## config.mk

```make
export PLATFORM = sky130hd
export DESIGN_NAME = framed_packet_validator_crc32_flat
export DESIGN_NICKNAME = d
export VERILOG_FILES = /design/src/fpv_pkg.sv /design/src/fpv_byte_if.sv /design/src/fpv_cfg_if.sv /design/src/fpv_res_if.sv /design/src/framed_packet_validator_crc32.sv /design/src/fpv_front.sv /design/src/fpv_queue.sv /design/src/fpv_back.sv /design/src/flat_wrapper.sv
export SDC_FILE = /design/constraint.sdc
export NUM_CORES = 2
export LEC_CHECK = 0
export BUFFER_PORTS_ARGS = -buffer_cell sky130_fd_sc_hd__buf_2
export CORE_ASPECT_RATIO = 0.75
export CORE_UTILIZATION = 50
export CTS_CLUSTER_SIZE = 10
export DETAILED_ROUTE_END_ITERATION = 10
export GPL_TIMING_DRIVEN = 0
export PLACE_DENSITY = 0.77
export SLEW_MARGIN = 20
export SYNTH_ARGS = -nofsm -noshare
export SYNTH_HDL_FRONTEND = slang
export SYNTH_SLANG_ARGS = --single-unit
```

## constraint.sdc

```tcl
create_clock -name clk -period 14.75 [get_ports clk]
set_input_delay 0 -clock clk [delete_from_list [all_inputs] [get_ports clk]]
set_output_delay 0 -clock clk [all_outputs]
set_load 0.01 [all_outputs]
```

## src/fpv_pkg.sv

```systemverilog
// ----------------------------------------------------------------------------
// Framed packet validator package
// Shared types, register indexes, status codes and the CRC-32 byte step.
// ----------------------------------------------------------------------------
package fpv_pkg;

  localparam int unsigned HEADER_BYTES  = 16;
  localparam int unsigned TRAILER_BYTES = 4;
  localparam int unsigned STAMP_BYTES   = 8;

  localparam logic [31:0] CRC_POLY = 32'hEDB8_8320;
  localparam logic [31:0] CRC_INIT = 32'hFFFF_FFFF;

  localparam logic [31:0] MAGIC_RESET    = 32'h4242_4242;
  localparam logic [15:0] VERSION_RESET  = 16'h0001;
  localparam logic [15:0] TYPE_RESET     = 16'h0001;
  localparam logic [15:0] MIN_BODY_RESET = 16'd112;

  typedef enum logic [1:0] {
    REG_MAGIC    = 2'd0,
    REG_VERSION  = 2'd1,
    REG_TYPE     = 2'd2,
    REG_MIN_BODY = 2'd3
  } cfg_reg_t;

  typedef enum logic [2:0] {
    ST_ACCEPTED   = 3'd0,
    ST_CRC_BAD    = 3'd1,
    ST_HEADER_BAD = 3'd2,
    ST_TOO_SHORT  = 3'd3,
    ST_BODY_SMALL = 3'd4
  } status_t;

  // Everything the checks need about one finished message.
  typedef struct packed {
    logic [31:0] magic;
    logic [15:0] version;
    logic [15:0] ptype;
    logic [31:0] body_len;
    logic [31:0] sequence_no;
    logic [31:0] size;
    logic [31:0] crc;
    logic [31:0] trailer;
    logic [63:0] stamp;
  } msg_t;

  // One byte of the reflected CRC-32, least significant bit first.
  function automatic logic [31:0] crc_byte(input logic [31:0] crc_in,
                                           input logic [7:0]  data);
    logic [31:0] c;
    c = crc_in ^ {24'h00_0000, data};
    for (int i = 0; i < 8; i++) begin
      c = c[0] ? ((c >> 1) ^ CRC_POLY) : (c >> 1);
    end
    return c;
  endfunction

endpackage

```

## src/fpv_byte_if.sv

```systemverilog
// ----------------------------------------------------------------------------
// Byte stream channel
// Carries one message byte per item, with a flag on the final byte.
// ----------------------------------------------------------------------------
interface fpv_byte_if import fpv_pkg::*; ();
  logic       valid;
  logic       ready;
  logic [7:0] data_byte;
  logic       last_byte;

  modport source (output valid, output data_byte, output last_byte, input ready);
  modport sink   (input valid, input data_byte, input last_byte, output ready);
endinterface

```

## src/fpv_cfg_if.sv

```systemverilog
// ----------------------------------------------------------------------------
// Configuration write channel
// Carries a register index and the data to be written to it.
// ----------------------------------------------------------------------------
interface fpv_cfg_if import fpv_pkg::*; ();
  logic        valid;
  logic        ready;
  cfg_reg_t    index;
  logic [31:0] data;

  modport source (output valid, output index, output data, input ready);
  modport sink   (input valid, input index, input data, output ready);
endinterface

```

## src/fpv_res_if.sv

```systemverilog
// ----------------------------------------------------------------------------
// Result channel
// Carries the verdict on one message together with the retained packet data.
// ----------------------------------------------------------------------------
interface fpv_res_if import fpv_pkg::*; ();
  logic        valid;
  logic        ready;
  status_t     status;
  logic [31:0] sequence_res;
  logic [63:0] timestamp;
  logic [31:0] received_crc;
  logic [31:0] computed_crc;
  logic        have_truth;
  logic [31:0] stored_sequence;
  logic [63:0] stored_timestamp;

  modport source (output valid, output status, output sequence_res, output timestamp,
                  output received_crc, output computed_crc, output have_truth,
                  output stored_sequence, output stored_timestamp, input ready);
  modport sink   (input valid, input status, input sequence_res, input timestamp,
                  input received_crc, input computed_crc, input have_truth,
                  input stored_sequence, input stored_timestamp, output ready);
endinterface

```

## src/framed_packet_validator_crc32.sv

```systemverilog
// ----------------------------------------------------------------------------
// Framed packet validator with CRC-32
// Bytes of a message enter on rx, one item per byte, with last_byte set on the
// final byte. Each message yields one result item on res: a status, the
// header sequence, the timestamp, both CRC words and the retained data of the
// last accepted packet. Registers are written over cfg, which is always ready.
// Throughput is one byte per cycle while the queue has room; the CRC step and
// field capture of the front end are combinational. A message summary enters
// the queue at the clock edge that accepts its final byte and moves into the
// result register once that register is empty or being taken by res.ready.
// While res is stalled the result holds and up to QUEUE_DEPTH further message
// summaries wait in the queue; once it is full, rx.ready falls.
// Reset clears message state, the queue, the retained packet and the result
// valid flag and restores the register defaults.
// ----------------------------------------------------------------------------
module framed_packet_validator_crc32 import fpv_pkg::*; #(
  parameter int unsigned QUEUE_DEPTH = 2
) (
  input  logic      clk,
  input  logic      rst,
  fpv_byte_if.sink  rx,
  fpv_cfg_if.sink   cfg,
  fpv_res_if.source res
);

  // Front end to queue.
  logic q_push;
  logic q_room;
  msg_t q_in;

  // Queue to checking stage.
  logic q_pop;
  logic q_filled;
  msg_t q_out;

  // Byte assembly, field capture and CRC, one byte per cycle with queue room.
  fpv_front u_front (
    .clk    (clk),
    .rst    (rst),
    .rx     (rx),
    .q_room (q_room),
    .q_push (q_push),
    .q_data (q_in)
  );

  // The queue lets the byte side run on while a result waits to be taken.
  fpv_queue #(
    .DEPTH (QUEUE_DEPTH)
  ) u_queue (
    .clk       (clk),
    .rst       (rst),
    .push      (q_push),
    .push_data (q_in),
    .room      (q_room),
    .pop       (q_pop),
    .pop_data  (q_out),
    .filled    (q_filled)
  );

  // Header, length and CRC checks against the registers; result register.
  fpv_back u_back (
    .clk      (clk),
    .rst      (rst),
    .cfg      (cfg),
    .res      (res),
    .q_filled (q_filled),
    .q_data   (q_out),
    .q_pop    (q_pop)
  );

endmodule

```

## src/fpv_front.sv

```systemverilog
// ----------------------------------------------------------------------------
// Framed packet validator front end
// Takes one byte per cycle while the queue has room, captures header, timestamp
// and trailer fields, runs the CRC and queues a summary on the final byte.
// ----------------------------------------------------------------------------
module fpv_front import fpv_pkg::*; (
  input  logic     clk,
  input  logic     rst,
  fpv_byte_if.sink rx,
  input  logic     q_room,
  output logic     q_push,
  output msg_t     q_data
);

  logic [31:0]      byte_count;
  logic [31:0]      byte_count_next;
  logic [1:0][63:0] header_words;
  logic [1:0][63:0] header_words_next;
  logic [31:0]      crc_running;
  logic [31:0]      crc_running_next;
  logic [31:0]      trailer_crc;
  logic [31:0]      trailer_crc_next;
  logic [63:0]      stamp_capture;
  logic [63:0]      stamp_capture_next;

  logic        accept;
  logic        in_header;
  logic        in_body;
  logic [31:0] body_offset;
  logic [31:0] trailer_offset;
  logic [31:0] body_len;

  assign rx.ready = q_room;
  assign accept   = rx.valid & rx.ready;

  assign body_len       = header_words[1][31:0];
  assign in_header      = (byte_count < 32'(HEADER_BYTES));
  assign body_offset    = byte_count - 32'(HEADER_BYTES);
  assign in_body        = (body_offset < body_len);
  assign trailer_offset = body_offset - body_len;

  always_comb begin
    header_words_next  = header_words;
    crc_running_next   = crc_running;
    trailer_crc_next   = trailer_crc;
    stamp_capture_next = stamp_capture;

    if (in_header) begin
      header_words_next[byte_count[3]][{byte_count[2:0], 3'b000} +: 8] = rx.data_byte;
      crc_running_next = crc_byte(crc_running, rx.data_byte);
    end else begin
      if (body_offset < 32'(STAMP_BYTES)) begin
        stamp_capture_next[{body_offset[2:0], 3'b000} +: 8] = rx.data_byte;
      end
      if (in_body) begin
        crc_running_next = crc_byte(crc_running, rx.data_byte);
      end else if (trailer_offset < 32'(TRAILER_BYTES)) begin
        trailer_crc_next[{trailer_offset[1:0], 3'b000} +: 8] = rx.data_byte;
      end
    end

    // The counter sticks at its top value; later bytes count as that position.
    byte_count_next = (&byte_count) ? byte_count : byte_count + 32'd1;
  end

  assign q_push              = accept & rx.last_byte;
  assign q_data.magic        = header_words_next[0][31:0];
  assign q_data.version      = header_words_next[0][47:32];
  assign q_data.ptype        = header_words_next[0][63:48];
  assign q_data.body_len     = header_words_next[1][31:0];
  assign q_data.sequence_no  = header_words_next[1][63:32];
  assign q_data.size         = byte_count_next;
  assign q_data.crc          = ~crc_running_next;
  assign q_data.trailer      = trailer_crc_next;
  assign q_data.stamp        = stamp_capture_next;

  always_ff @(posedge clk) begin
    if (rst || q_push) begin
      byte_count    <= '0;
      header_words  <= '0;
      crc_running   <= CRC_INIT;
      trailer_crc   <= '0;
      stamp_capture <= '0;
    end else if (accept) begin
      byte_count    <= byte_count_next;
      header_words  <= header_words_next;
      crc_running   <= crc_running_next;
      trailer_crc   <= trailer_crc_next;
      stamp_capture <= stamp_capture_next;
    end
  end

endmodule

```

## src/fpv_queue.sv

```systemverilog
// ----------------------------------------------------------------------------
// Framed packet validator summary queue
// A short first-in first-out store of message summaries between the front
// end and the checking stage.
// ----------------------------------------------------------------------------
module fpv_queue import fpv_pkg::*; #(
  parameter int unsigned DEPTH = 2
) (
  input  logic clk,
  input  logic rst,
  input  logic push,
  input  msg_t push_data,
  output logic room,
  input  logic pop,
  output msg_t pop_data,
  output logic filled
);

  localparam int unsigned PTR_W = (DEPTH > 1) ? $clog2(DEPTH) : 1;
  localparam int unsigned CNT_W = $clog2(DEPTH + 1);
  localparam logic [PTR_W-1:0] LAST_SLOT = PTR_W'(DEPTH - 1);

  msg_t             slots [DEPTH];
  logic [PTR_W-1:0] wr_ptr;
  logic [PTR_W-1:0] rd_ptr;
  logic [CNT_W-1:0] fill;
  logic             do_push;
  logic             do_pop;

  assign room     = (fill != CNT_W'(DEPTH));
  assign filled   = (fill != '0);
  assign do_push  = push & room;
  assign do_pop   = pop & filled;
  assign pop_data = slots[rd_ptr];

  always_ff @(posedge clk) begin
    if (do_push) begin
      slots[wr_ptr] <= push_data;
    end
  end

  always_ff @(posedge clk) begin
    if (rst) begin
      wr_ptr <= '0;
      rd_ptr <= '0;
      fill   <= '0;
    end else begin
      if (do_push) begin
        wr_ptr <= (wr_ptr == LAST_SLOT) ? '0 : wr_ptr + PTR_W'(1);
      end
      if (do_pop) begin
        rd_ptr <= (rd_ptr == LAST_SLOT) ? '0 : rd_ptr + PTR_W'(1);
      end
      if (do_push && !do_pop) begin
        fill <= fill + CNT_W'(1);
      end else if (do_pop && !do_push) begin
        fill <= fill - CNT_W'(1);
      end
    end
  end

endmodule

```

## src/fpv_back.sv

```systemverilog
// ----------------------------------------------------------------------------
// Framed packet validator checking stage
// Holds the configuration registers, judges each message summary, keeps the
// last accepted packet and drives the registered result channel.
// ----------------------------------------------------------------------------
module fpv_back import fpv_pkg::*; (
  input  logic       clk,
  input  logic       rst,
  fpv_cfg_if.sink    cfg,
  fpv_res_if.source  res,
  input  logic       q_filled,
  input  msg_t       q_data,
  output logic       q_pop
);

  logic [31:0] expected_magic;
  logic [15:0] expected_version;
  logic [15:0] expected_type;
  logic [15:0] min_body_length;

  logic [31:0] kept_sequence;
  logic [63:0] kept_timestamp;
  logic        truth_flag;

  logic        out_valid;
  status_t     out_status;
  logic [31:0] out_sequence;
  logic [63:0] out_timestamp;
  logic [31:0] out_received;
  logic [31:0] out_computed;

  status_t     verdict;
  logic [32:0] full_size;
  logic        passed;
  logic        shows_data;

  assign cfg.ready = 1'b1;

  always_ff @(posedge clk) begin
    if (rst) begin
      expected_magic   <= MAGIC_RESET;
      expected_version <= VERSION_RESET;
      expected_type    <= TYPE_RESET;
      min_body_length  <= MIN_BODY_RESET;
    end else if (cfg.valid) begin
      case (cfg.index)
        REG_MAGIC:    expected_magic   <= cfg.data;
        REG_VERSION:  expected_version <= cfg.data[15:0];
        REG_TYPE:     expected_type    <= cfg.data[15:0];
        REG_MIN_BODY: min_body_length  <= cfg.data[15:0];
        default:      ;
      endcase
    end
  end

  // Checks in priority order; the first that fails sets the status.
  assign full_size = 33'(HEADER_BYTES + TRAILER_BYTES) + {1'b0, q_data.body_len};

  always_comb begin
    if (q_data.size < 32'(HEADER_BYTES + TRAILER_BYTES)) begin
      verdict = ST_TOO_SHORT;
    end else if (q_data.magic != expected_magic || q_data.version != expected_version ||
                 q_data.ptype != expected_type) begin
      verdict = ST_HEADER_BAD;
    end else if (q_data.body_len < {16'h0000, min_body_length}) begin
      verdict = ST_BODY_SMALL;
    end else if ({1'b0, q_data.size} < full_size) begin
      verdict = ST_TOO_SHORT;
    end else if (q_data.trailer != q_data.crc) begin
      verdict = ST_CRC_BAD;
    end else begin
      verdict = ST_ACCEPTED;
    end
  end

  assign passed     = (verdict == ST_ACCEPTED);
  assign shows_data = passed || (verdict == ST_CRC_BAD);
  assign q_pop      = q_filled && (!out_valid || res.ready);

  always_ff @(posedge clk) begin
    if (rst) begin
      out_valid      <= 1'b0;
      kept_sequence  <= '0;
      kept_timestamp <= '0;
      truth_flag     <= 1'b0;
    end else begin
      if (q_pop) begin
        out_valid <= 1'b1;
      end else if (res.ready) begin
        out_valid <= 1'b0;
      end
      if (q_pop && passed) begin
        kept_sequence  <= q_data.sequence_no;
        kept_timestamp <= q_data.stamp;
        truth_flag     <= 1'b1;
      end
    end
  end

  always_ff @(posedge clk) begin
    if (q_pop) begin
      out_status    <= verdict;
      out_sequence  <= shows_data ? q_data.sequence_no : '0;
      out_timestamp <= shows_data ? q_data.stamp       : '0;
      out_received  <= shows_data ? q_data.trailer     : '0;
      out_computed  <= shows_data ? q_data.crc         : '0;
    end
  end

  assign res.valid            = out_valid;
  assign res.status           = out_status;
  assign res.sequence_res     = out_sequence;
  assign res.timestamp        = out_timestamp;
  assign res.received_crc     = out_received;
  assign res.computed_crc     = out_computed;
  assign res.have_truth       = truth_flag;
  assign res.stored_sequence  = kept_sequence;
  assign res.stored_timestamp = kept_timestamp;

endmodule

```

## src/flat_wrapper.sv

```systemverilog
// flat-port wrapper written by rule: the top's interface ports become plain ports
module framed_packet_validator_crc32_flat import fpv_pkg::*;
#(
  parameter int unsigned QUEUE_DEPTH = 2
)
  (clk, rst, rx_valid, rx_data_byte, rx_last_byte, rx_ready, cfg_valid, cfg_index, cfg_data, cfg_ready, res_valid, res_status, res_sequence_res, res_timestamp, res_received_crc, res_computed_crc, res_have_truth, res_stored_sequence, res_stored_timestamp, res_ready);
  fpv_byte_if rx_i ();
  fpv_cfg_if cfg_i ();
  fpv_res_if res_i ();
  input  logic clk;
  input  logic rst;
  input wire logic [$bits(rx_i.valid)-1:0] rx_valid;
  input wire logic [$bits(rx_i.data_byte)-1:0] rx_data_byte;
  input wire logic [$bits(rx_i.last_byte)-1:0] rx_last_byte;
  output wire logic [$bits(rx_i.ready)-1:0] rx_ready;
  input wire logic [$bits(cfg_i.valid)-1:0] cfg_valid;
  input wire logic [$bits(cfg_i.index)-1:0] cfg_index;
  input wire logic [$bits(cfg_i.data)-1:0] cfg_data;
  output wire logic [$bits(cfg_i.ready)-1:0] cfg_ready;
  output wire logic [$bits(res_i.valid)-1:0] res_valid;
  output wire logic [$bits(res_i.status)-1:0] res_status;
  output wire logic [$bits(res_i.sequence_res)-1:0] res_sequence_res;
  output wire logic [$bits(res_i.timestamp)-1:0] res_timestamp;
  output wire logic [$bits(res_i.received_crc)-1:0] res_received_crc;
  output wire logic [$bits(res_i.computed_crc)-1:0] res_computed_crc;
  output wire logic [$bits(res_i.have_truth)-1:0] res_have_truth;
  output wire logic [$bits(res_i.stored_sequence)-1:0] res_stored_sequence;
  output wire logic [$bits(res_i.stored_timestamp)-1:0] res_stored_timestamp;
  input wire logic [$bits(res_i.ready)-1:0] res_ready;
  assign rx_i.valid = rx_valid;
  assign rx_i.data_byte = rx_data_byte;
  assign rx_i.last_byte = rx_last_byte;
  assign rx_ready = rx_i.ready;
  assign cfg_i.valid = cfg_valid;
  assign cfg_i.index = cfg_index;
  assign cfg_i.data = cfg_data;
  assign cfg_ready = cfg_i.ready;
  assign res_valid = res_i.valid;
  assign res_status = res_i.status;
  assign res_sequence_res = res_i.sequence_res;
  assign res_timestamp = res_i.timestamp;
  assign res_received_crc = res_i.received_crc;
  assign res_computed_crc = res_i.computed_crc;
  assign res_have_truth = res_i.have_truth;
  assign res_stored_sequence = res_i.stored_sequence;
  assign res_stored_timestamp = res_i.stored_timestamp;
  assign res_i.ready = res_ready;
  framed_packet_validator_crc32 #(.QUEUE_DEPTH(QUEUE_DEPTH)) u_core (.clk(clk), .rst(rst), .rx(rx_i), .cfg(cfg_i), .res(res_i));
endmodule
```

==> parameters.txt <==
Parameter                              Value

Yosys
  Share of cell area taken by muxes after synthesis    14.0%
  Adder and majority gate portion of the synthesized area    2.11%
  Async set or reset register ratio after synthesis    0%
  Area share of and/or/nand/nor cells after synthesis    12.9%
  Leading register cell type out of synthesis    sky130_fd_sc_hd__edfxtp_1
  Synth Register Bits    1210
  Post-Synthesis Cells    4626
  Post-synthesis cell area    54200 um2
  Yosys synthesis warning count    0
  EDFF count, synth    739
  Main combinational cell family by area after synthesis    multiplexers
  Area share of xor/xnor cells in the synthesized design    4.99%
  Number of nets produced by synthesis    4765
  Avg Synthesized Cell Area    11.7 um2
  Number of distinct library cells after synthesis    79
  Sequential element share of the synthesized area    58.3%
  Fraction of the mapped netlist area in compound gates    4.67%

Die
  Row Count    104
  Die Footprint    110000 um2
  Core outline area    107000 um2
  Initial Utilization    50.5%
  Number of top-level pins    311
  Die height    287 um
  DIE WIDTH    382 um

Critical path
  Critical path launch point type    flop
  Library cell appearing most often on the critical path    sky130_fd_sc_hd__buf_2
  Reg-to-reg critical path endpoint    u_core.u_back.res.stored_sequence[24]
  Nature of the critical path endpoint    flop
  Classification of the worst setup path    reg2reg
  Worst R2R Path Depth    22
  CP Data Arrival Time    10.04 ns
  Stage delay of the slowest cell on the critical path    0.96 ns
  Slack of the worst reg-to-reg path    5.32 ns
  Cell at the slowest stage of the critical path    sky130_fd_sc_hd__nor4b_1
  Cells along the critical path    buf_2 -> buf_2 -> buf_2 -> buf_4 -> buf_2 -> buf_2 -> clkbuf_1 -> clkbuf_2 -> buf_1 -> mux2i_1 -> ha_1 -> nand4_1 -> nor4_1 -> o31ai_1 -> o311ai_0 -> o311ai_0 -> nor4b_1 -> buf_2 -> buf_4 -> buf_2 -> mux2i_1 -> nor2_1
  Worst-path maximum fanout    10
  Worst Path Required    15.37 ns

CTS
  TritonCTS clock tree    yes
  Buffers inserted by post-CTS timing repair    0
  Total CTS buffers    139
  Resized Gates After CTS    0
  Clock root buffer master    sky130_fd_sc_hd__clkbuf_16
  Sink count of the clock tree    1210
  Clk pin slew, worst setup/hold paths    0.06 ns
  Clock latency on the worst-skew pair    0.78 ns
  Max clock buf depth    3
  Level count of the clock H-tree    4

Timing
  Final-report hold violation count    0
  Clock Skews    0.0273 ns
  Setup repair after global routing missed its margin    false
  Final period demand of the worst path    9.43 ns
  Final slew viol count    0
  Tightest Pin Transition    1.34 ns
  Setup-violating endpoint count in the final report    0
  Final total negative setup slack    0 ns
  Post-route fraction of the period consumed by the critical path    63.9%
  Achievable Freq    0.106 GHz
  Max transition margin    10.6%

Global routing
  Antenna violations before repair    10
  First-pass GRT wire length    237000 um
  Vias in the first global route    37600
  Remaining global-route overflow    0
  GRT Resource Usage Total    28.8%
  Largest net degree at the start of global routing    96

Worst hold path
  Hold wc startpoint    cfg_data[29]
  Hold Crit Depth    4
  WHS Endpoint    u_core.u_back.expected_magic[29]
  Type of the worst min-delay path    in2reg

Layout
  Layout Nets    5303
  Most common cell after layout, fill and taps aside    sky130_fd_sc_hd__edfxtp_1
  Share of post-route cells with drive strength above 1    18.5%
  Post-layout instance count excluding filler cells    6716
  Commonest non-fill, non-tap cells in the layout    sky130_fd_sc_hd__edfxtp_1, sky130_fd_sc_hd__nor2_1, sky130_fd_sc_hd__dfxtp_1
  Layout Cell Area excl Fill    63000 um2
  Synthesis-to-layout area growth    16.2%

Run
  Total of max-cap violations    0

Placement
  Detailed placer's ending HPWL    116000 um
  Count of port buffers added during placement    300
  Routability congestion estimate from global placement    0.964
  Placed standard-cell area    58200 um2
  # placed instances    6382

Route
  Total iterations of the first detailed-routing run    7
  DRC    0
  Average wire per standard cell    24.1 um
  Aggregate routed wire length    162000 um
  Remaining number of nets flagged by the antenna check after routing    0
  Iteration-0 DRC count of the detailed router    4909
  Vias after detailed routing    39300
  Via-per-instance ratio    5.86

Power
  Static leakage    0.0231 uW
  Pwr/cell area    158 nW/um2
  IR drop worst, VDD    151 uV

Status
  Status    finished clean
-- Yosys cell counts (30+ instances only) --
master	instances	share of area, %
sky130_fd_sc_hd__inv_1	92	0.64
sky130_fd_sc_hd__edfxtp_1	739	41
sky130_fd_sc_hd__nand4_1	42	0.48
sky130_fd_sc_hd__and3_1	138	1.6
sky130_fd_sc_hd__mux2i_1	336	6.2
sky130_fd_sc_hd__a21oi_1	239	2.2
sky130_fd_sc_hd__nand2_1	366	2.5
sky130_fd_sc_hd__xor2_1	86	1.4
sky130_fd_sc_hd__xnor2_1	223	3.6
sky130_fd_sc_hd__o21ai_0	87	0.80
sky130_fd_sc_hd__nor2_1	528	3.7
sky130_fd_sc_hd__and2_1	30	0.35
sky130_fd_sc_hd__mux2_2	325	6.7
sky130_fd_sc_hd__dfxtp_1	471	17
sky130_fd_sc_hd__nor3_1	109	1.0
sky130_fd_sc_hd__buf_2	33	0.30
sky130_fd_sc_hd__ha_1	90	2.1
sky130_fd_sc_hd__nor4_1	42	0.48
sky130_fd_sc_hd__nand3_1	100	0.92
sky130_fd_sc_hd__clkbuf_1	210	1.5
-- worst max-delay path by stage --
stage / endpoint / slack, ns / cells after the start
final: u_core.u_back.res.stored_sequence[24] / 5.32 / 22
after floorplan: u_core.u_queue.slots[0][0] / 0.85 / 5
after global routing: u_core.u_back.res.stored_sequence[28] / 5.28 / 22
after CTS: u_core.u_back.res.stored_sequence[24] / 5.60 / 22
after detailed placement: u_core.u_back.res.stored_sequence[25] / 5.69 / 22
after global placement: u_core.u_queue.slots[0][73] / -7.09 / 5
-- timing repair --
item                                   in CTS  in global routing
hold buffers                               72                  0
endpoints found under the hold margin     109                  0
setup endpoints to repair                   0                  0
-- power breakdown --
group | internal, uW | switching, uW
clock | 1810 | 1380
sequential | 4170 | 178
combinational | 844 | 1560
-- layer usage --
| metal | GRT usage (%) | vias up | share of wire (%) |
|---|---|---|---|
| met5 | 0 | - | 0.012 |
| met4 | 10.5 | 4 | 3.3 |
| met3 | 5.32 | 347 | 9.6 |
| met2 | 44.9 | 2069 | 45 |
| met1 | 40.1 | 19300 | 42 |
| li1 | - | 17600 | - |
-- critical path: cells and delay by family, from the launching register on --
| family | cells | cell delay, ns |
|---|---|---|
| muxes | 2 | 0.45 |
| adders and majority gates | 1 | 0.34 |
| AOI/OAI and AO/OA | 3 | 1.04 |
| and+or+nand+nor | 4 | 1.63 |
| buffers and inverters | 12 | 5.43 |
| DFF | 1 | 0.30 |
-- cell type report --
cell class | count | area [um2]
well taps | 1431 | 1790
fillers | 8435 | 44300
diodes | 6 | 15.0
clock inverters | 14 | 196
clock buffers | 242 | 3920
multi-input cells | 3028 | 21000
plain buffers | 296 | 1310
flip-flops and latches | 1210 | 31600
inverters | 92 | 353
repair buffers | 397 | 2780
-- per-stage QoR --
step	util, %	power [uW]	setup slack, ns	hold WS (ns)
detailed placement	54.2	6760	5.69	0.215
floorplan	-	5880	0.851	0.118
finish	58.7	9940	5.32	0.0577
CTS	58.7	9920	5.60	0.00990
global placement	53.6	6790	-7.09	0.214
global route	58.7	10300	5.28	0.0782
-- state kept, by name, summed over array words and instances (netlist names), 2 cells and up, named ones only --
signal / count
u_core.u_back.expected_magic: 32
u_core.u_back.expected_type: 16
u_core.u_back.expected_version: 16
u_core.u_back.min_body_length: 16
u_core.u_back.res.computed_crc: 32
u_core.u_back.res.received_crc: 32
u_core.u_back.res.sequence_res: 32
u_core.u_back.res.status: 3
u_core.u_back.res.stored_sequence: 32
u_core.u_back.res.stored_timestamp: 64
u_core.u_back.res.timestamp: 64
u_core.u_front.body_len: 32
u_core.u_front.byte_count: 32
u_core.u_front.crc_running: 32
u_core.u_front.header_words: 96
u_core.u_front.stamp_capture: 64
u_core.u_front.trailer_crc: 32
u_core.u_queue.fill: 2
u_core.u_queue.slots: 576
-- logic make-up after synthesis --
group / after synthesis
buffers and inverters: 388
other: 1
muxes: 701
and+or+nand+nor: 1487
DFF: 1210
xor gates and xnor gates: 309
AOI/OAI and AO/OA: 439
adders and majority gates: 91
No activity file was read; power rests on OpenSTA's default activity.
